`src/sv/lsb_pixel_stego_embed_extract_core_defines.svh`:
```
// Assertion macros used by the checked RTL core.
`ifndef LSB_PIXEL_STEGO_EMBED_EXTRACT_CORE_DEFINES_SVH
`define LSB_PIXEL_STEGO_EMBED_EXTRACT_CORE_DEFINES_SVH

// Same-cycle implication, off while in reset.
`define LPSE_ASSERT_NOW(label, clk, rst, ante, cons) \
   label: assert property (@(posedge clk) disable iff (rst) (ante) |-> (cons)) \
      else $error("lpse check failed");

// Next-cycle implication, off while in reset.
`define LPSE_ASSERT_NEXT(label, clk, rst, ante, cons) \
   label: assert property (@(posedge clk) disable iff (rst) (ante) |=> (cons)) \
      else $error("lpse check failed");

`endif

```
`src/sv/lpse_pkg.sv`:
```
package lpse_pkg;

   localparam int HEADER_BITS = 64;
   localparam int HP_W        = $clog2(HEADER_BITS + 1);
   localparam int HIDX_W      = (HEADER_BITS > 1) ? $clog2(HEADER_BITS) : 1;
   localparam int LEN_W       = 32;
   localparam int CNT_W       = 32;
   localparam int DLEN_W      = HEADER_BITS;
   localparam int CMP_W       = (DLEN_W > CNT_W) ? DLEN_W : CNT_W;
   localparam int PIX_W       = 8;
   localparam int CSR_IDX_W   = 1;
   localparam int CSR_DATA_W  = 32;

   localparam logic [CNT_W-1:0] CNT_MAX = {CNT_W{1'b1}};

   localparam logic MODE_EMBED   = 1'b0;
   localparam logic MODE_EXTRACT = 1'b1;

   typedef enum logic [CSR_IDX_W-1:0] {
      CSR_MODE           = 1'b0,
      CSR_MESSAGE_LENGTH = 1'b1
   } lpse_csr_type;

   typedef struct packed {
      logic [HP_W-1:0]   hdr_pos;
      logic [2:0]        bit_pos;
      logic [7:0]        held_byte;
      logic [7:0]        asm_byte;
      logic [DLEN_W-1:0] dec_len;
      logic [CNT_W-1:0]  byte_cnt;
   } lpse_state_type;

   typedef struct packed {
      logic [PIX_W-1:0] blue_out;
      logic             byte_valid;
      logic [7:0]       byte_out;
      logic             last_byte;
   } lpse_result_type;

endpackage

```
`src/sv/lpse_req_if.sv`:
```
interface lpse_req_if;
   logic                        valid;
   logic                        ready;
   logic                        first_pixel;
   logic [lpse_pkg::PIX_W-1:0]  blue_in;
   logic [7:0]                  message_byte;

   modport source (output valid, output first_pixel, output blue_in, output message_byte,
                   input ready);
   modport sink   (input valid, input first_pixel, input blue_in, input message_byte,
                   output ready);
endinterface

```
`src/sv/lpse_rsp_if.sv`:
```
interface lpse_rsp_if;
   logic                        valid;
   logic                        ready;
   logic [lpse_pkg::PIX_W-1:0]  blue_out;
   logic                        byte_valid;
   logic [7:0]                  byte_out;
   logic                        last_byte;

   modport source (output valid, output blue_out, output byte_valid, output byte_out,
                   output last_byte, input ready);
   modport sink   (input valid, input blue_out, input byte_valid, input byte_out,
                   input last_byte, output ready);
endinterface

```
`src/sv/lpse_step.sv`:
```
module lpse_step (
   input  lpse_pkg::lpse_state_type       state_cur,
   input  logic                           mode,
   input  logic [lpse_pkg::LEN_W-1:0]     message_length,
   input  logic                           first_pixel,
   input  logic [lpse_pkg::PIX_W-1:0]     blue_in,
   input  logic [7:0]                     message_byte,
   output lpse_pkg::lpse_state_type       state_nxt,
   output lpse_pkg::lpse_result_type      result
);

   logic [lpse_pkg::CMP_W-1:0]       len_ext;
   logic [lpse_pkg::HEADER_BITS-1:0] hdr_word;

   assign len_ext  = lpse_pkg::CMP_W'(message_length);
   assign hdr_word = len_ext[lpse_pkg::HEADER_BITS-1:0];

   always_comb begin
      lpse_pkg::lpse_state_type     st;
      logic [lpse_pkg::HP_W-1:0]    hdr_idx;
      logic                         hdr_bit;
      logic                         lsb;
      logic [7:0]                   cur_byte;
      logic [2:0]                   bit_nxt;
      logic                         was_max;
      logic [lpse_pkg::CNT_W-1:0]   cnt_inc;

      st = state_cur;
      if (first_pixel) begin
         st.hdr_pos  = '0;
         st.bit_pos  = '0;
         st.byte_cnt = '0;
         st.dec_len  = '0;
         st.asm_byte = '0;
      end

      hdr_idx  = lpse_pkg::HP_W'(lpse_pkg::HEADER_BITS - 1) - st.hdr_pos;
      hdr_bit  = hdr_word[hdr_idx[lpse_pkg::HIDX_W-1:0]];
      lsb      = blue_in[0];
      cur_byte = (st.bit_pos == 3'd0) ? message_byte : st.held_byte;
      bit_nxt  = st.bit_pos + 3'd1;
      was_max  = (st.byte_cnt == lpse_pkg::CNT_MAX);
      cnt_inc  = was_max ? st.byte_cnt : st.byte_cnt + lpse_pkg::CNT_W'(1);

      result = '{blue_out: blue_in, byte_valid: 1'b0, byte_out: 8'd0, last_byte: 1'b0};

      if (mode == lpse_pkg::MODE_EMBED) begin
         if (st.hdr_pos < lpse_pkg::HP_W'(lpse_pkg::HEADER_BITS)) begin
            result.blue_out = {blue_in[lpse_pkg::PIX_W-1:1], hdr_bit};
            st.hdr_pos      = st.hdr_pos + lpse_pkg::HP_W'(1);
         end else if (st.byte_cnt < message_length) begin
            st.held_byte    = cur_byte;
            result.blue_out = {blue_in[lpse_pkg::PIX_W-1:1], cur_byte[3'd7 - st.bit_pos]};
            st.bit_pos      = bit_nxt;
            if (bit_nxt == 3'd0) begin
               st.byte_cnt = cnt_inc;
            end
         end
      end else begin
         if (st.hdr_pos < lpse_pkg::HP_W'(lpse_pkg::HEADER_BITS)) begin
            // shift the length header in from the low end
            st.dec_len = (st.dec_len << 1) | lpse_pkg::DLEN_W'(lsb);
            st.hdr_pos = st.hdr_pos + lpse_pkg::HP_W'(1);
         end else if (lpse_pkg::CMP_W'(st.byte_cnt) < lpse_pkg::CMP_W'(st.dec_len)) begin
            st.asm_byte = {st.asm_byte[6:0], lsb};
            st.bit_pos  = bit_nxt;
            if (bit_nxt == 3'd0) begin
               st.byte_cnt       = cnt_inc;
               result.byte_valid = 1'b1;
               result.byte_out   = st.asm_byte;
               result.last_byte  = !was_max &&
                  (lpse_pkg::CMP_W'(cnt_inc) == lpse_pkg::CMP_W'(st.dec_len));
            end
         end
      end

      state_nxt = st;
   end

endmodule

```
`src/sv/lsb_pixel_stego_embed_extract_core.sv`:
```
// Pixel LSB message embed/extract core. One blue byte per beat on req_ch, one result beat
// per pixel on rsp_ch, in the next cycle through an output register; a pixel is taken every
// clock while rsp_ch is ready or the output register is empty. Embed (mode 0) writes
// message_length, MSB first, into the LSBs of the first header pixels, then the message
// bytes MSB first, message_byte being sampled on the first pixel of each byte. Extract
// (mode 1) reads the length back and emits each byte on byte_valid, flagging the final one
// with last_byte. first_pixel restarts the counters.
// Write the CSRs only while no beat is in flight.
`include "lsb_pixel_stego_embed_extract_core_defines.svh"

module lsb_pixel_stego_embed_extract_core (
   input  logic                              clock,
   input  logic                              reset,
   lpse_req_if.sink                          req_ch,
   lpse_rsp_if.source                        rsp_ch,
   input  logic                              csr_we,
   input  logic [lpse_pkg::CSR_IDX_W-1:0]    csr_index,
   input  logic [lpse_pkg::CSR_DATA_W-1:0]   csr_wdata
);

   logic                             mode_ff;
   logic [lpse_pkg::LEN_W-1:0]       msg_len_ff;
   lpse_pkg::lpse_state_type         state_ff;
   lpse_pkg::lpse_state_type         state_in;
   lpse_pkg::lpse_result_type        result_ff;
   lpse_pkg::lpse_result_type        result_in;
   logic                             rsp_valid_ff;
   logic                             accept;

   assign req_ch.ready = !rsp_valid_ff || rsp_ch.ready;
   assign accept       = req_ch.valid && req_ch.ready;

   lpse_step u_step (
      .state_cur      (state_ff),
      .mode           (mode_ff),
      .message_length (msg_len_ff),
      .first_pixel    (req_ch.first_pixel),
      .blue_in        (req_ch.blue_in),
      .message_byte   (req_ch.message_byte),
      .state_nxt      (state_in),
      .result         (result_in)
   );

   always_ff @(posedge clock) begin
      if (reset) begin
         mode_ff    <= lpse_pkg::MODE_EMBED;
         msg_len_ff <= '0;
      end else if (csr_we) begin
         case (lpse_pkg::lpse_csr_type'(csr_index))
            lpse_pkg::CSR_MODE:           mode_ff    <= csr_wdata[0];
            lpse_pkg::CSR_MESSAGE_LENGTH: msg_len_ff <= csr_wdata[lpse_pkg::LEN_W-1:0];
            default: ;
         endcase
      end
   end

   always_ff @(posedge clock) begin
      if (reset) begin
         state_ff     <= '0;
         rsp_valid_ff <= 1'b0;
      end else begin
         if (accept) begin
            state_ff <= state_in;
         end
         // hold the result until taken, refill on a new beat
         if (accept) begin
            rsp_valid_ff <= 1'b1;
         end else if (rsp_ch.ready) begin
            rsp_valid_ff <= 1'b0;
         end
      end
   end

   always_ff @(posedge clock) begin
      if (accept) begin
         result_ff <= result_in;
      end
   end

   assign rsp_ch.valid      = rsp_valid_ff;
   assign rsp_ch.blue_out   = result_ff.blue_out;
   assign rsp_ch.byte_valid = result_ff.byte_valid;
   assign rsp_ch.byte_out   = result_ff.byte_out;
   assign rsp_ch.last_byte  = result_ff.last_byte;

   `LPSE_ASSERT_NEXT(a_accept_loads_rsp, clock, reset, accept, rsp_valid_ff)
   `LPSE_ASSERT_NEXT(a_state_holds_idle, clock, reset, !accept, $stable(state_ff))
   `LPSE_ASSERT_NOW(a_hdr_pos_bound, clock, reset, 1'b1,
      state_ff.hdr_pos <= lpse_pkg::HP_W'(lpse_pkg::HEADER_BITS))
   `LPSE_ASSERT_NOW(a_last_needs_byte, clock, reset, rsp_valid_ff && result_ff.last_byte,
      result_ff.byte_valid)

endmodule

```
`src/flat_wrapper.sv`:
```
// flat-port wrapper written by rule: the top's interface ports become plain ports
module lsb_pixel_stego_embed_extract_core_flat 
  (clock, reset, csr_we, csr_index, csr_wdata, req_ch_valid, req_ch_first_pixel, req_ch_blue_in, req_ch_message_byte, req_ch_ready, rsp_ch_valid, rsp_ch_blue_out, rsp_ch_byte_valid, rsp_ch_byte_out, rsp_ch_last_byte, rsp_ch_ready);
  lpse_req_if req_ch_i ();
  lpse_rsp_if rsp_ch_i ();
  input  logic clock;
  input  logic reset;
  input  logic csr_we;
  input  logic [lpse_pkg::CSR_IDX_W-1:0] csr_index;
  input  logic [lpse_pkg::CSR_DATA_W-1:0] csr_wdata;
  input wire logic [$bits(req_ch_i.valid)-1:0] req_ch_valid;
  input wire logic [$bits(req_ch_i.first_pixel)-1:0] req_ch_first_pixel;
  input wire logic [$bits(req_ch_i.blue_in)-1:0] req_ch_blue_in;
  input wire logic [$bits(req_ch_i.message_byte)-1:0] req_ch_message_byte;
  output wire logic [$bits(req_ch_i.ready)-1:0] req_ch_ready;
  output wire logic [$bits(rsp_ch_i.valid)-1:0] rsp_ch_valid;
  output wire logic [$bits(rsp_ch_i.blue_out)-1:0] rsp_ch_blue_out;
  output wire logic [$bits(rsp_ch_i.byte_valid)-1:0] rsp_ch_byte_valid;
  output wire logic [$bits(rsp_ch_i.byte_out)-1:0] rsp_ch_byte_out;
  output wire logic [$bits(rsp_ch_i.last_byte)-1:0] rsp_ch_last_byte;
  input wire logic [$bits(rsp_ch_i.ready)-1:0] rsp_ch_ready;
  assign req_ch_i.valid = req_ch_valid;
  assign req_ch_i.first_pixel = req_ch_first_pixel;
  assign req_ch_i.blue_in = req_ch_blue_in;
  assign req_ch_i.message_byte = req_ch_message_byte;
  assign req_ch_ready = req_ch_i.ready;
  assign rsp_ch_valid = rsp_ch_i.valid;
  assign rsp_ch_blue_out = rsp_ch_i.blue_out;
  assign rsp_ch_byte_valid = rsp_ch_i.byte_valid;
  assign rsp_ch_byte_out = rsp_ch_i.byte_out;
  assign rsp_ch_last_byte = rsp_ch_i.last_byte;
  assign rsp_ch_i.ready = rsp_ch_ready;
  lsb_pixel_stego_embed_extract_core u_core (.clock(clock), .reset(reset), .req_ch(req_ch_i), .rsp_ch(rsp_ch_i), .csr_we(csr_we), .csr_index(csr_index), .csr_wdata(csr_wdata));
endmodule
```
`config.mk`:
```
export PLATFORM = sky130hd
export DESIGN_NAME = lsb_pixel_stego_embed_extract_core_flat
export DESIGN_NICKNAME = d
export VERILOG_FILES = /design/src/sv/lpse_pkg.sv /design/src/sv/lpse_req_if.sv /design/src/sv/lpse_rsp_if.sv /design/src/sv/lpse_step.sv /design/src/sv/lsb_pixel_stego_embed_extract_core.sv /design/src/flat_wrapper.sv
export VERILOG_INCLUDE_DIRS = /design/src /design/src/sv
export SDC_FILE = /design/constraint.sdc
export NUM_CORES = 1
export LEC_CHECK = 0
export BUFFER_PORTS_ARGS = -buffer_cell sky130_fd_sc_hd__buf_2
export CORE_MARGIN = 2
export CORE_UTILIZATION = 30
export CTS_BUF_LIST = sky130_fd_sc_hd__clkbuf_16
export DETAILED_ROUTE_END_ITERATION = 12
export GPL_TIMING_DRIVEN = 0
export PLACE_DENSITY = 0.46
export SKIP_CTS_REPAIR_TIMING = 1
export SYNTH_ARGS = -nofsm -noshare
export SYNTH_HDL_FRONTEND = slang
export SYNTH_SLANG_ARGS = --single-unit
```
`constraint.sdc`:
```
create_clock -name clock -period 13.6 [get_ports clock]
set_input_delay 2.72 -clock clock [delete_from_list [all_inputs] [get_ports clock]]
set_output_delay 2.72 -clock clock [all_outputs]
set_load 0.03 [all_outputs]
```
======== Yosys cells after proc, flatten, opt, wreduce, memory -nomap -nowiden ========
Cells that the tools add are included.
word-level totals
  bits in registers ....................... 174
  input bits .............................. 55
  output and inout bits ................... 20
  word-level logic and storage cells ...... 74
cells by class
  add/sub/neg operators ................... 5
  $lt $le $gt $ge ......................... 5
  eq/ne operators ......................... 2
  mux-type cells .......................... 30
  bitwise operators ....................... 6
  reductions and logical operators ........ 13
operators by type and width
  operator                                                     count
  two-way mux 32 bit                                           7
  two-way mux 104 bit                                          1
  two-way mux 72 bit                                           1
  == test 32 x 64 -> 1 bit                                     1
  less-than comparator 32 x 64 -> 1 bit                        1
  two-way mux 64 bit                                           1
  bitwise OR 64 x 1 -> 64 bit                                  1
  adder 32 x 1 -> 32 bit (second input constant)               1
  == test 32 bit (second input constant)                       1
  less-than comparator 32 bit                                  1
  two-way mux 8 bit                                            3
  two-way mux 11 bit                                           2
  two-way mux 10 bit                                           2
  two-way mux 3 bit                                            3
  adder 7 x 1 -> 7 bit (second input constant)                 1
  less-than comparator 6 x 7 -> 1 bit (second input constant)  1
  less-than comparator 7 bit (second input constant)           1
  two-way mux 1 bit                                            7
  two-way mux 7 bit                                            1
  binary-select mux 1 bit (select 6 bit)                       1
  zero test 3 bit                                              2
  subtractor 6 bit (first input constant)                      1
  inverter 1 bit                                               5
  less-than comparator 3 x 4 -> 1 bit (second input constant)  1
  other kinds (11)                                             14

======== Longest topological paths before layout ========
Gate-level depths: netlist (run 1).
  depth in word-level cells ............... 8
  gate-level depth with buffers ........... 21
  depth with buffers taken out ............ 13

======== By module ========
Synthesis (run 1) repeated with hierarchy kept, for this count alone.
unflattened totals
  cell total of the unflattened synthesis .. 1640
  area, all modules ....................... 12908.6 um^2
modules (own cells, without submodules)
  module                              instances  cells each  area an instance (um^2)  seq. area each (um^2)
  lsb_pixel_stego_embed_extract_core  1          723         7005.5                   3663.5
  lpse_step                           1          917         5903.2                   0.0

======== Least setup slack after synthesis (run 1) ========
Ideal clock, no wire load.
  path kind ............................... input to register
  start point ............................. input port req_ch_first_pixel
  end point ............................... register u_core.state_ff[12] (netlist name)
  setup time .............................. 0.122 ns
  arrival ................................. 7.037 ns
  data required time ...................... 13.478 ns
  slack ................................... 6.441 ns
  cell stages on the path ................. 19
  path buffers ............................ 8
  cell sequence ........................... buf_2 -> buf_2 -> buf_4 -> buf_2 -> clkbuf_1 -> clkbuf_1 -> clkbuf_1 -> buf_1 -> nor2b_1 -> ha_1 -> nand4_1 -> nor2_1 -> a2111oi_0 -> nand2_1 -> o221ai_1 -> nand3_1 -> a21oi_1 -> nor3_1 -> a221o_1
between the ends
  word-level cells in the longest chain between the ends .. 7
  elaborated cells on any way between the ends .. 16
  classes of those cells .................. 2 x add/sub; 3 x order compare; 1 x eq/ne; 9 x mux; 1 x reduce/logical
ends and longest elaborated chain
  item                                                       RTL line                                           RTL
  from (decl)                                                flat_wrapper.sv:12                                 input wire logic [$bits(req_ch_i.first_pixel)-1:0] req_ch_first_pixel;
  two-way mux 104 bit or two-way mux 10 bit (tied branches)  lpse_step.sv:29                                    if (first_pixel) begin
  adder 32 x 1 -> 32 bit, or another cell as far along       lpse_step.sv:43                                    cnt_inc = was_max ? st.byte_cnt : st.byte_cnt + lpse_pkg::CNT_W'(1);
  two-way mux 32 bit or zero test 3 bit (tied branches)      lpse_step.sv:43, lpse_step.sv:55, lpse_step.sv:67
  two-way mux 32 bit                                         lpse_step.sv:55, lpse_step.sv:67
  two-way mux 32 bit, on equally long branches               lpse_step.sv:51, lpse_step.sv:64
  two-way mux 32 bit, on equally long branches               lpse_step.sv:48, lpse_step.sv:60
  two-way mux 32 bit (*)                                     lpse_step.sv:47                                    if (mode == lpse_pkg::MODE_EMBED) begin
  to (signal assigned)                                       lsb_pixel_stego_embed_extract_core.sv:63           state_ff <= state_in;
  to (decl)                                                  lsb_pixel_stego_embed_extract_core.sv:23           lpse_pkg::lpse_state_type state_ff;
Mark *: on every way between the ends. The rest lies on a longest branch, timed or not.
A chain may end at the register's enable or synchronous reset.

======== Worst setup path after layout (run 1) ========
  start point ............................. input port req_ch_first_pixel
  end point ............................... register u_core.state_ff[3] (netlist name)
The elaborated chain is that of the path after synthesis.

==> flow_metrics.env, run 1 <==
export IMPL_antenna_viol_nets_final=0
export IMPL_minimum_clock_period_after_layout_ns=10.82
export IMPL_antenna_cells=0
export IMPL_slew_limit_headroom=0.319
export IMPL_synth_top_cells_by_count="sky130_fd_sc_hd__dfxtp_1 (155), sky130_fd_sc_hd__nand2_1 (154), sky130_fd_sc_hd__nor2_1 (146), sky130_fd_sc_hd__a21oi_1 (92), sky130_fd_sc_hd__clkbuf_1 (67)"
export IMPL_io_buffers=74
export IMPL_routed_wire_length_per_instance_um=22.4
export IMPL_syn_area_mm2=0.0102
export IMPL_worstSetupPathDepth=21
export IMPL_design_portCount=75
export IMPL_yosysTopAreaCellShare=0.303
export IMPL_rr_startpoint="u_core.state_ff[29]"
export IMPL_die_width_um=189
export IMPL_fmax_ghz=0.0924
export IMPL_launching_element_of_the_worst_setup_path="req_ch_first_pixel"
export IMPL_endpoint_kind_of_the_worst_setup_timing_path="flop"
export IMPL_grt_util_all_layers=0.232
export IMPL_critical_path_source_type="primary input"
export IMPL_synthesis_instances=1282
export IMPL_static_leakage_power_nw=4.25
export IMPL_totalWireLength_um=41200
export IMPL_synth_main_ff_cell="sky130_fd_sc_hd__dfxtp_1"
export IMPL_largest_net_degree_at_the_start_of_global_routing=28
export IMPL_hold_violation_count_in_the_final_report=0
export IMPL_critPathBufInv=10
export IMPL_clk_transition_reported_paths_ns=0.07
export IMPL_cpLargestDelayFamily="buffers and inverters"
export IMPL_finalSetupViolations=0
export IMPL_max_clock_path_buffers=2
export IMPL_detail_route_first_pass_iterations=5
export IMPL_worstHoldPathCells=2
export IMPL_slowest_cell_on_crit_path="sky130_fd_sc_hd__a2111oi_4"
export IMPL_synth_area_leader_cell="sky130_fd_sc_hd__dfxtp_1"
export IMPL_critical_path_endpoint="u_core.state_ff[3]"
export IMPL_met3WireLength_um=2460
export IMPL_slew_violations=0
export IMPL_drcViolationCount=0
export IMPL_yosys_warnings=0
export IMPL_hold_path_startpoint="u_core.msg_len_ff[11]"
export IMPL_min_period_over_period=0.796
export IMPL_worstPathRequired_ns=13.97
export IMPL_run_status="finished, final reports clean"
export IMPL_reg2reg_setup_slack_ns=8.22
export IMPL_global_route_wire_length_before_repair_um=61700
export IMPL_synth_seq_area_share=0.356
export IMPL_synthesis_area_per_instance_um2=7.99
export IMPL_netlist_top_cells_area="sky130_fd_sc_hd__dfxtp_1 (30%), sky130_fd_sc_hd__ha_1 (6.3%), sky130_fd_sc_hd__nand2_1 (5.6%)"
export IMPL_layout_drive_gt1_share=0.0987
export IMPL_cap_viol_max_count=0
export IMPL_postSynthNetCount=1389
export IMPL_crit_chain="buf_2 > buf_2 > buf_2 > buf_4 > buf_2 > clkbuf_1 > clkbuf_1 > clkbuf_1 > buf_1 > nor2b_1 > ha_1 > nand4_1 > nor2_1 > a2111oi_0 > nand3_1 > o221ai_1 > nand3_1 > a2111oi_4 > clkbuf_1 > o21ai_0 > o21ai_0"
export IMPL_signal_arrival_time_at_the_worst_endpoint_ns=11.20
export IMPL_fin_skew_ns=0.0131
export IMPL_hold_path_class="flop to flop"
export IMPL_fin_worst_hold_slack_ns=0.462
export IMPL_first_global_vias=9721
export IMPL_cts_root_buffer="sky130_fd_sc_hd__clkbuf_16"
export IMPL_regToRegEndpoint="u_core.state_ff[3]"
export IMPL_cts_htree_levels=4
export IMPL_highest_signal_layer="met4"
export IMPL_vdd_drop_max_v=0.0000783
export IMPL_drt_met1_wl_um=19400
export IMPL_design_power_total_mw=1.14
export IMPL_met2_length_um=17900
export IMPL_synth_lib_cells_used_distinct=76
export IMPL_routed_via_density=5.59
export IMPL_clk_insertion_delay_late_ns=0.45
export IMPL_dpl_hpwl_um=31900
export IMPL_synth_edff_count=18
export IMPL_synth_ff_latch_count=173
export IMPL_detail_route_iter0_violations=871
export IMPL_cts_sinks=173
export IMPL_placeableCoreArea_mm2=0.0336
export IMPL_tightest_slew_ns=1.01
export IMPL_grt_antenna_before_repair=0
export IMPL_tritoncts_num_buffers=17
export IMPL_path_class="primary input to flop"
export IMPL_synthMostInstantiatedCell="sky130_fd_sc_hd__dfxtp_1"
export IMPL_die_area_mm2=0.0357
export IMPL_finalWeightedCongestion=0.981
export IMPL_synthArstFlopShare=0
export IMPL_final_setup_tns_ns=0
export IMPL_floorplan_die_height_um=189
export IMPL_grt_remaining_overflow=0
export IMPL_critical_path_max_fanout=10
export IMPL_cp_slowest_stage_delay_ns=1.03
export IMPL_num_rows=67
export IMPL_areaGrowthSynthToFinish_pct=15.0
export IMPL_reg2regPathDepth=13
export IMPL_floorplan_initialDensity=0.305
export IMPL_tritoncts="yes"
export IMPL_rsz0062_at_grt="no"
export IMPL_detailroute_via_count=10300
export IMPL_num_nets_final=1482
export IMPL_power_per_cell_area_mw_per_mm2=96.5
## cell usage in the layout (no fill, tap or decap), types with 6 or more instances in the layout
| master | netlist | routed |
|---|---|---|
| sky130_fd_sc_hd__a21o_1 | 7 | 7 |
| sky130_fd_sc_hd__or2_2 | 6 | 6 |
| sky130_fd_sc_hd__buf_1 | 7 | 6 |
| sky130_fd_sc_hd__dfxtp_1 | 155 | 155 |
| sky130_fd_sc_hd__o21ai_0 | 41 | 41 |
| sky130_fd_sc_hd__or3_1 | 13 | 13 |
| sky130_fd_sc_hd__nand2_1 | 154 | 154 |
| sky130_fd_sc_hd__a21oi_1 | 92 | 92 |
| sky130_fd_sc_hd__a22oi_1 | 63 | 63 |
| sky130_fd_sc_hd__edfxtp_1 | 18 | 18 |
| sky130_fd_sc_hd__and4_1 | 6 | 6 |
| sky130_fd_sc_hd__nand3_1 | 27 | 27 |
| sky130_fd_sc_hd__nor3b_1 | 6 | 6 |
| sky130_fd_sc_hd__clkbuf_1 | 67 | 67 |
| sky130_fd_sc_hd__nand2b_1 | 17 | 17 |
| sky130_fd_sc_hd__nor2b_1 | 34 | 34 |
| sky130_fd_sc_hd__clkbuf_16 | 0 | 17 |
| sky130_fd_sc_hd__a31oi_1 | 21 | 21 |
| sky130_fd_sc_hd__a211oi_1 | 17 | 17 |
| sky130_fd_sc_hd__xnor2_1 | 31 | 31 |
| sky130_fd_sc_hd__and2_1 | 13 | 13 |
| sky130_fd_sc_hd__and3_1 | 13 | 13 |
| sky130_fd_sc_hd__a2111oi_0 | 9 | 9 |
| sky130_fd_sc_hd__o211ai_1 | 11 | 11 |
| sky130_fd_sc_hd__ha_1 | 52 | 52 |
| sky130_fd_sc_hd__inv_1 | 55 | 55 |
| sky130_fd_sc_hd__a32oi_1 | 12 | 12 |
| sky130_fd_sc_hd__xor2_1 | 8 | 8 |
| sky130_fd_sc_hd__buf_2 | 4 | 79 |
| sky130_fd_sc_hd__nor2_1 | 146 | 146 |
| sky130_fd_sc_hd__nand4_1 | 23 | 23 |
| sky130_fd_sc_hd__nor3_1 | 24 | 23 |
| sky130_fd_sc_hd__or4_1 | 6 | 6 |
| sky130_fd_sc_hd__mux2i_1 | 25 | 25 |
| sky130_fd_sc_hd__nor4_1 | 11 | 11 |
## cells by family (layout without fill, tap and decap cells)
logic type	count (synthesis)	count (layout)	synth area share
AOI/OAI and AO/OA	331	331	0.218
and+or+nand+nor	520	520	0.247
xor gates and xnor gates	39	39	0.0333
DFF	173	173	0.356
muxes	27	27	0.0266
buffers and inverters	137	243	0.0525
adders and majority gates	55	55	0.0664
## per-layer routing
| layer | vias to the layer above | global-route usage |
|---|---|---|
| li1 | 4839 | - |
| met1 | 4981 | 0.327 |
| met2 | 378 | 0.359 |
| met3 | 72 | 0.0311 |
| met4 | 0 | 0.0883 |
| met5 | - | 0 |
## final cells by class
cell class                 count  area, um2
clock inverter                15        170
sequential                   173       3640
clock buffer                  17        425
inverter                      55        206
timing repair buffer          74        370
buffer                        82        333
fill                        3589      21800
multi-input combinational    972       6070
tap                          448        561
## worst min-delay path by stage
stage                                  endpoint  slack [ns]
after floorplan           u_core.msg_len_ff[11]        0.44
after global placement    u_core.msg_len_ff[19]        0.45
after detailed placement  u_core.msg_len_ff[11]        0.45
after CTS                 u_core.msg_len_ff[11]        0.47
after global routing       u_core.msg_len_ff[3]        0.49
final                     u_core.msg_len_ff[11]        0.46
## worst reg2reg max path, delay by kind of cell, from the launching register on
kind | cells | cell delay, ns
and+or+nand+nor | 4 | 1.09
DFF | 1 | 0.48
AOI/OAI and AO/OA | 6 | 2.51
adders and majority gates | 1 | 0.32
buffers and inverters | 2 | 0.89
## flip-flops by register name, summed over array words and instances, names as in the netlist
signal / flops
u_core.mode_ff: 1
u_core.msg_len_ff: 32
u_core.rsp_ch.blue_out: 8
u_core.rsp_ch.byte_out: 8
u_core.rsp_ch.byte_valid: 1
u_core.rsp_ch.last_byte: 1
u_core.rsp_ch.valid: 1
u_core.state_ff: 121
## power by group
part | leakage [nW] | switching (mW) | internal, mW | total (mW)
clock | 0.281 | 0.257 | 0.248 | 0.505
combinational | 2.54 | 0.0704 | 0.0301 | 0.101
sequential | 1.43 | 0.00776 | 0.523 | 0.531
## metrics by stage
stage / setup slack, ns / util / std cells / instance area [um2]
floorplan: 6.44 / - / 1282 / 10200
global route: 2.48 / 0.351 / 1836 / 11800
global placement: 2.30 / 0.333 / 1804 / 11200
detailed placement: 2.54 / 0.333 / 1804 / 11200
finish: 2.78 / 0.351 / 1836 / 11800
CTS: 3.01 / 0.351 / 1836 / 11800
No activity file was read; power rests on OpenSTA's default activity.
==> inputs of run 2 (changes only) <==
PLACE_DENSITY = 0.48   (was 0.46)
clock period = 9.3 ns   (was 13.6 ns; I/O delays follow)
==> run 2 against run 1 <==
- worst hold slack improved by 0.0025 ns
- count of clock-buffer cells in the layout did not move
- via count fell by 0.86%
- first-iteration DRC count rose by 6.9%
- wire length fell by 1.4%
- die area did not move
- register-to-register slack got worse by 4.1 ns
- final cell count rose by 0.16%
- clock skew rose by 0.0029 ns
- critical path type unchanged
- critical endpoint is now u_core.state_ff[21]
==> flow_metrics.env, run 2 (synthesis results as in run 1) <==
export IMPL_clk_transition_reported_paths_ns=0.08
export IMPL_worst_hold_endpoint="u_core.msg_len_ff[11]"
export IMPL_fin_cells=1839
export IMPL_tightest_slew_ns=1.17
export IMPL_design_portCount=75
export IMPL_routed_via_density=5.54
export IMPL_drcViolationCount=0
export IMPL_run_status="finished, final reports clean"
export IMPL_crit_chain="buf_2 > buf_2 > inv_1 > clkbuf_1 > clkbuf_1 > clkbuf_2 > buf_1 > buf_1 > nand2_1 > ha_1 > and4_1 > nand4_1 > nor3_1 > o21ai_0 > o211ai_1 > and2_1 > clkbuf_1 > a21oi_2 > nor3_2 > a221o_1"
export IMPL_cell_occurring_most_often_along_the_worst_timing_path="sky130_fd_sc_hd__clkbuf_1"
export IMPL_finalSetupViolations=0
export IMPL_placed_cells=1804
export IMPL_num_nets_final=1485
export IMPL_reg_largest_list="u_core.state_ff (121), u_core.msg_len_ff (32)"
export IMPL_num_rows=67
export IMPL_vdd_drop_max_v=0.000111
export IMPL_static_leakage_power_nw=4.28
export IMPL_minimum_clock_period_after_layout_ns=9.19
export IMPL_met2_length_um=18000
export IMPL_io_buffers=74
export IMPL_fmax_ghz=0.109
export IMPL_layout_drive_gt1_share=0.103
export IMPL_critical_path_source_type="primary input"
export IMPL_slowest_cell_on_crit_path="sky130_fd_sc_hd__nor3_2"
export IMPL_floorplan_die_height_um=189
export IMPL_cts_root_buffer="sky130_fd_sc_hd__clkbuf_16"
export IMPL_drt_met1_wl_um=18800
export IMPL_critical_path_max_fanout=10
export IMPL_grt_antenna_before_repair=0
export IMPL_die_width_um=189
export IMPL_detail_route_iter0_violations=931
export IMPL_cts_sinks=173
export IMPL_detailroute_via_count=10200
export IMPL_hold_violation_count_in_the_final_report=0
export IMPL_regToRegEndpoint="u_core.state_ff[3]"
export IMPL_slew_limit_headroom=0.213
export IMPL_floorplan_initialDensity=0.305
export IMPL_endpoint_kind_of_the_worst_setup_timing_path="flop"
export IMPL_global_route_wire_length_before_repair_um=60600
export IMPL_path_class="primary input to flop"
export IMPL_hold_path_startpoint="u_core.msg_len_ff[11]"
export IMPL_detail_route_first_pass_iterations=5
export IMPL_hold_path_class="flop to flop"
export IMPL_antenna_viol_nets_final=0
export IMPL_areaGrowthSynthToFinish_pct=15.3
export IMPL_placement_setup_worst_slack_ns=-1.05
export IMPL_reg2reg_setup_slack_ns=4.15
export IMPL_dpl_hpwl_um=31000
export IMPL_utilization=0.351
export IMPL_slew_violations=0
export IMPL_largest_net_degree_at_the_start_of_global_routing=28
export IMPL_antenna_cells=0
export IMPL_cp_slowest_stage_delay_ns=0.85
export IMPL_rr_startpoint="u_core.state_ff[13]"
export IMPL_layout_commonest_cell="sky130_fd_sc_hd__dfxtp_1"
export IMPL_fin_skew_ns=0.0160
export IMPL_routed_wire_length_per_instance_um=22.1
export IMPL_grt_util_all_layers=0.227
export IMPL_power_per_cell_area_mw_per_mm2=142
export IMPL_max_clock_path_buffers=2
export IMPL_tritoncts="yes"
export IMPL_die_area_mm2=0.0357
export IMPL_layout_common_cells="sky130_fd_sc_hd__dfxtp_1 (155), sky130_fd_sc_hd__nand2_1 (154), sky130_fd_sc_hd__nor2_1 (146), sky130_fd_sc_hd__a21oi_1 (91), sky130_fd_sc_hd__buf_2 (79)"
export IMPL_signal_arrival_time_at_the_worst_endpoint_ns=9.59
export IMPL_largest_register="u_core.state_ff"
export IMPL_first_global_vias=9580
export IMPL_layout_setup_ws_ns=0.111
export IMPL_worstPathRequired_ns=9.70
export IMPL_highest_signal_layer="met4"
export IMPL_cap_viol_max_count=0
export IMPL_rsz0062_at_grt="no"
export IMPL_finalWeightedCongestion=0.993
export IMPL_placeableCoreArea_mm2=0.0336
export IMPL_totalWireLength_um=40600
export IMPL_design_power_total_mw=1.67
export IMPL_min_period_over_period=0.988
export IMPL_clk_insertion_delay_late_ns=0.45
export IMPL_tritoncts_num_buffers=17
export IMPL_largest_register_ffs=121
export IMPL_reg2regPathDepth=14
export IMPL_grt_remaining_overflow=0
export IMPL_met3WireLength_um=2740
export IMPL_cts_htree_levels=4
export IMPL_worstHoldPathCells=2
## run 2: layout make-up
cell class | count | area, um2
multi-input cells | 972 | 6080
clock inverters | 15 | 174
inverters | 55 | 206
plain buffers | 82 | 337
clock buffers | 17 | 425
flip-flops and latches | 173 | 3640
fillers | 3592 | 21800
well taps | 448 | 561
repair buffers | 77 | 393
## run 2: where the power goes
group / internal [mW] / switching [mW]
clock network: 0.384 / 0.365
logic: 0.0442 / 0.104
registers: 0.765 / 0.0108
total: 1.19 / 0.480
## run 2: worst max-delay path by stage
stage,slack (ns),cells past startpoint,end,from
floorplan,3.00,19,u_core.state_ff[12],req_ch_first_pixel
global placement,-1.27,21,u_core.state_ff[8],req_ch_first_pixel
detailed placement,-1.05,21,u_core.state_ff[5],req_ch_first_pixel
CTS,-0.61,21,u_core.state_ff[3],req_ch_first_pixel
global route,0.05,22,u_core.state_ff[3],req_ch_first_pixel
finish,0.11,20,u_core.state_ff[21],req_ch_first_pixel
## run 2: critical path: cells and delay by family
kind                     cells  cell delay (ns)
buffers and inverters        9             4.21
adder cells (fa/ha/maj)      1             0.32
AO/OA/AOI/OAI                4             1.19
AND/OR/NAND/NOR              6             1.96
## run 2: metrics by stage
step / hold slack, ns / setup TNS, ns / cell area (um2)
2_1_floorplan: 0.436 / 0 / 10200
3_3_place_gp: 0.450 / -23.98 / 11200
3_5_place_dp: 0.452 / -17.28 / 11200
4_1_cts: 0.464 / -6.39 / 11800
5_1_grt: 0.484 / 0 / 11800
6_report: 0.464 / 0 / 11800
## run 2: routing by layer
| layer | GRT usage | vias to the layer above |
|---|---|---|
| li1 | - | 4845 |
| met3 | 0.0428 | 50 |
| met4 | 0.0712 | 0 |
| met2 | 0.353 | 370 |
| met1 | 0.316 | 4917 |
| met5 | 0 | - |
==> inputs of run 3 (changes only) <==
CORE_UTILIZATION = 45   (was 30)
PLACE_DENSITY = 0.66   (was 0.48)
==> run 3 against run 2 <==
- critical path depth grew 1
- register-to-register slack better by 0.36 ns
- fmax shrank 0.24%
- clock skew decreased by 0.0051 ns
- critical path type unchanged
- largest power group unchanged
- highest routed layer unchanged
==> flow_metrics.env, run 3 (synthesis results as in run 1) <==
export IMPL_cts_root_buffer="sky130_fd_sc_hd__clkbuf_16"
export IMPL_highest_signal_layer="met4"
export IMPL_place_area_mm2=0.0110
export IMPL_layout_commonest_cell="sky130_fd_sc_hd__dfxtp_1"
export IMPL_rsz0062_at_grt="no"
export IMPL_largest_register_ffs=121
export IMPL_grt_remaining_overflow=0
export IMPL_floorplan_initialDensity=0.455
export IMPL_routed_via_density=6.26
export IMPL_die_width_um=155
export IMPL_slew_limit_headroom=0.185
export IMPL_layout_common_cells="sky130_fd_sc_hd__dfxtp_1 (155), sky130_fd_sc_hd__nand2_1 (154), sky130_fd_sc_hd__nor2_1 (146), sky130_fd_sc_hd__a21oi_1 (91), sky130_fd_sc_hd__buf_2 (79)"
export IMPL_die_area_mm2=0.0240
export IMPL_minimum_clock_period_after_layout_ns=9.21
export IMPL_tritoncts="yes"
export IMPL_num_rows=55
export IMPL_grt_util_all_layers=0.309
export IMPL_detail_route_iter0_violations=1219
export IMPL_detailroute_via_count=10500
export IMPL_placeableCoreArea_mm2=0.0225
export IMPL_fmax_ghz=0.109
export IMPL_design_portCount=75
export IMPL_rr_startpoint="u_core.state_ff[13]"
export IMPL_detail_route_first_pass_iterations=6
export IMPL_run_status="finished, final reports clean"
export IMPL_fin_worst_hold_slack_ns=0.465
export IMPL_largest_register="u_core.state_ff"
export IMPL_critical_path_source_type="primary input"
export IMPL_reg_largest_list="u_core.state_ff (121), u_core.msg_len_ff (32)"
export IMPL_drt_met1_wl_um=15800
export IMPL_floorplan_die_height_um=155
export IMPL_max_clock_path_buffers=2
export IMPL_signal_arrival_time_at_the_worst_endpoint_ns=9.58
export IMPL_worstPathRequired_ns=9.67
export IMPL_hold_path_startpoint="u_core.msg_len_ff[19]"
export IMPL_layout_drive_gt1_share=0.101
export IMPL_fin_cells=1677
export IMPL_design_power_total_mw=1.66
export IMPL_clk_insertion_delay_late_ns=0.45
export IMPL_placement_setup_worst_slack_ns=-0.579
export IMPL_met3WireLength_um=3560
export IMPL_totalWireLength_um=37300
export IMPL_endpoint_kind_of_the_worst_setup_timing_path="flop"
export IMPL_tightest_slew_ns=1.21
export IMPL_fin_skew_ns=0.0109
export IMPL_launching_element_of_the_worst_setup_path="req_ch_first_pixel"
export IMPL_placed_cells=1641
export IMPL_clk_transition_reported_paths_ns=0.08
export IMPL_dpl_hpwl_um=27800
export IMPL_static_leakage_power_nw=4.28
export IMPL_final_setup_tns_ns=0
export IMPL_min_period_over_period=0.990
export IMPL_layout_setup_ws_ns=0.0889
export IMPL_drcViolationCount=0
export IMPL_areaGrowthSynthToFinish_pct=13.3
export IMPL_vdd_drop_max_v=0.0000885
export IMPL_grt_antenna_before_repair=0
export IMPL_cts_sinks=173
export IMPL_met2_length_um=16500
export IMPL_finalSetupViolations=0
export IMPL_antenna_viol_nets_final=0
export IMPL_utilization=0.516
export IMPL_num_nets_final=1485
export IMPL_slew_violations=0
export IMPL_hold_violation_count_in_the_final_report=0
export IMPL_hold_path_class="flop to flop"
export IMPL_finalWeightedCongestion=1.06
export IMPL_first_global_vias=9663
export IMPL_num_fill_cells=2211
export IMPL_routed_wire_length_per_instance_um=22.3
export IMPL_cts_htree_levels=4
export IMPL_finish_instance_area_mm2=0.0116
export IMPL_power_per_cell_area_mw_per_mm2=143
export IMPL_path_class="primary input to flop"
export IMPL_tritoncts_num_buffers=17
export IMPL_critical_path_max_fanout=10
export IMPL_global_route_wire_length_before_repair_um=56600
export IMPL_io_buffers=74
export IMPL_cap_viol_max_count=0
export IMPL_largest_net_degree_at_the_start_of_global_routing=28
-- run 3: changes by cell type in the layout (fill, tap and decap cells not counted), sizes merged --
| cell | previous run | this run |
|---|---|---|
| bufinv | 1 | 0 |
| diode | 0 | 1 |
| clkbuf | 85 | 84 |
| inv | 63 | 62 |
| buf | 91 | 92 |
| clkinv | 4 | 8 |
| clkinvlp | 2 | 0 |
-- run 3: worst paths after layout --
check	end	slack (ns)	cells after the start
setup / recovery	u_core.state_ff[17]	0.09	21
hold / removal	u_core.msg_len_ff[19]	0.47	2
setup reg to reg	u_core.state_ff[8]	4.51	14
hold reg to reg	u_core.msg_len_ff[19]	0.47	2
-- run 3: power by group --
part           leakage [nW]  internal [mW]  switching [mW]  total, mW
logic                  2.56         0.0440           0.106      0.150
registers              1.43          0.765         0.00988      0.775
clock network         0.294          0.363           0.372      0.735
total                  4.28           1.17           0.488       1.66
-- run 3: final cells by class --
cell class              instances  area (um2)  share of cell area
clock inverters                15         176              0.0152
diodes                          1        2.50            0.000215
clock buffers                  17         425              0.0366
inverters                      55         206              0.0178
plain buffers                  82         334              0.0288
repair buffers                 77         393              0.0338
well taps                     285         357              0.0307
multi-input cells             972        6070               0.523
flip-flops and latches        173        3640               0.314
-- run 3: critical path: stages --
cell	delay, ns
sky130_fd_sc_hd__buf_2	0.20
sky130_fd_sc_hd__buf_2	0.32
sky130_fd_sc_hd__buf_2	0.32
sky130_fd_sc_hd__buf_4	0.26
sky130_fd_sc_hd__buf_2	0.38
sky130_fd_sc_hd__clkbuf_1	0.56
sky130_fd_sc_hd__clkbuf_2	0.46
sky130_fd_sc_hd__clkbuf_1	0.57
sky130_fd_sc_hd__buf_1	0.60
sky130_fd_sc_hd__nor2_1	0.24
sky130_fd_sc_hd__ha_1	0.36
sky130_fd_sc_hd__and4_1	0.24
sky130_fd_sc_hd__nand4_1	0.22
sky130_fd_sc_hd__nor3_1	0.23
sky130_fd_sc_hd__o21ai_0	0.11
sky130_fd_sc_hd__o211ai_1	0.39
sky130_fd_sc_hd__and2_1	0.19
sky130_fd_sc_hd__clkbuf_1	0.65
sky130_fd_sc_hd__nand2_1	0.71
sky130_fd_sc_hd__a311o_1	0.51
sky130_fd_sc_hd__a31oi_1	0.16
-- run 3: routing by layer --
metal,GRT usage,up-vias
li1,-,4854
met1,0.421,4955
met2,0.485,592
met3,0.0616,99
met4,0.118,0
met5,0,-
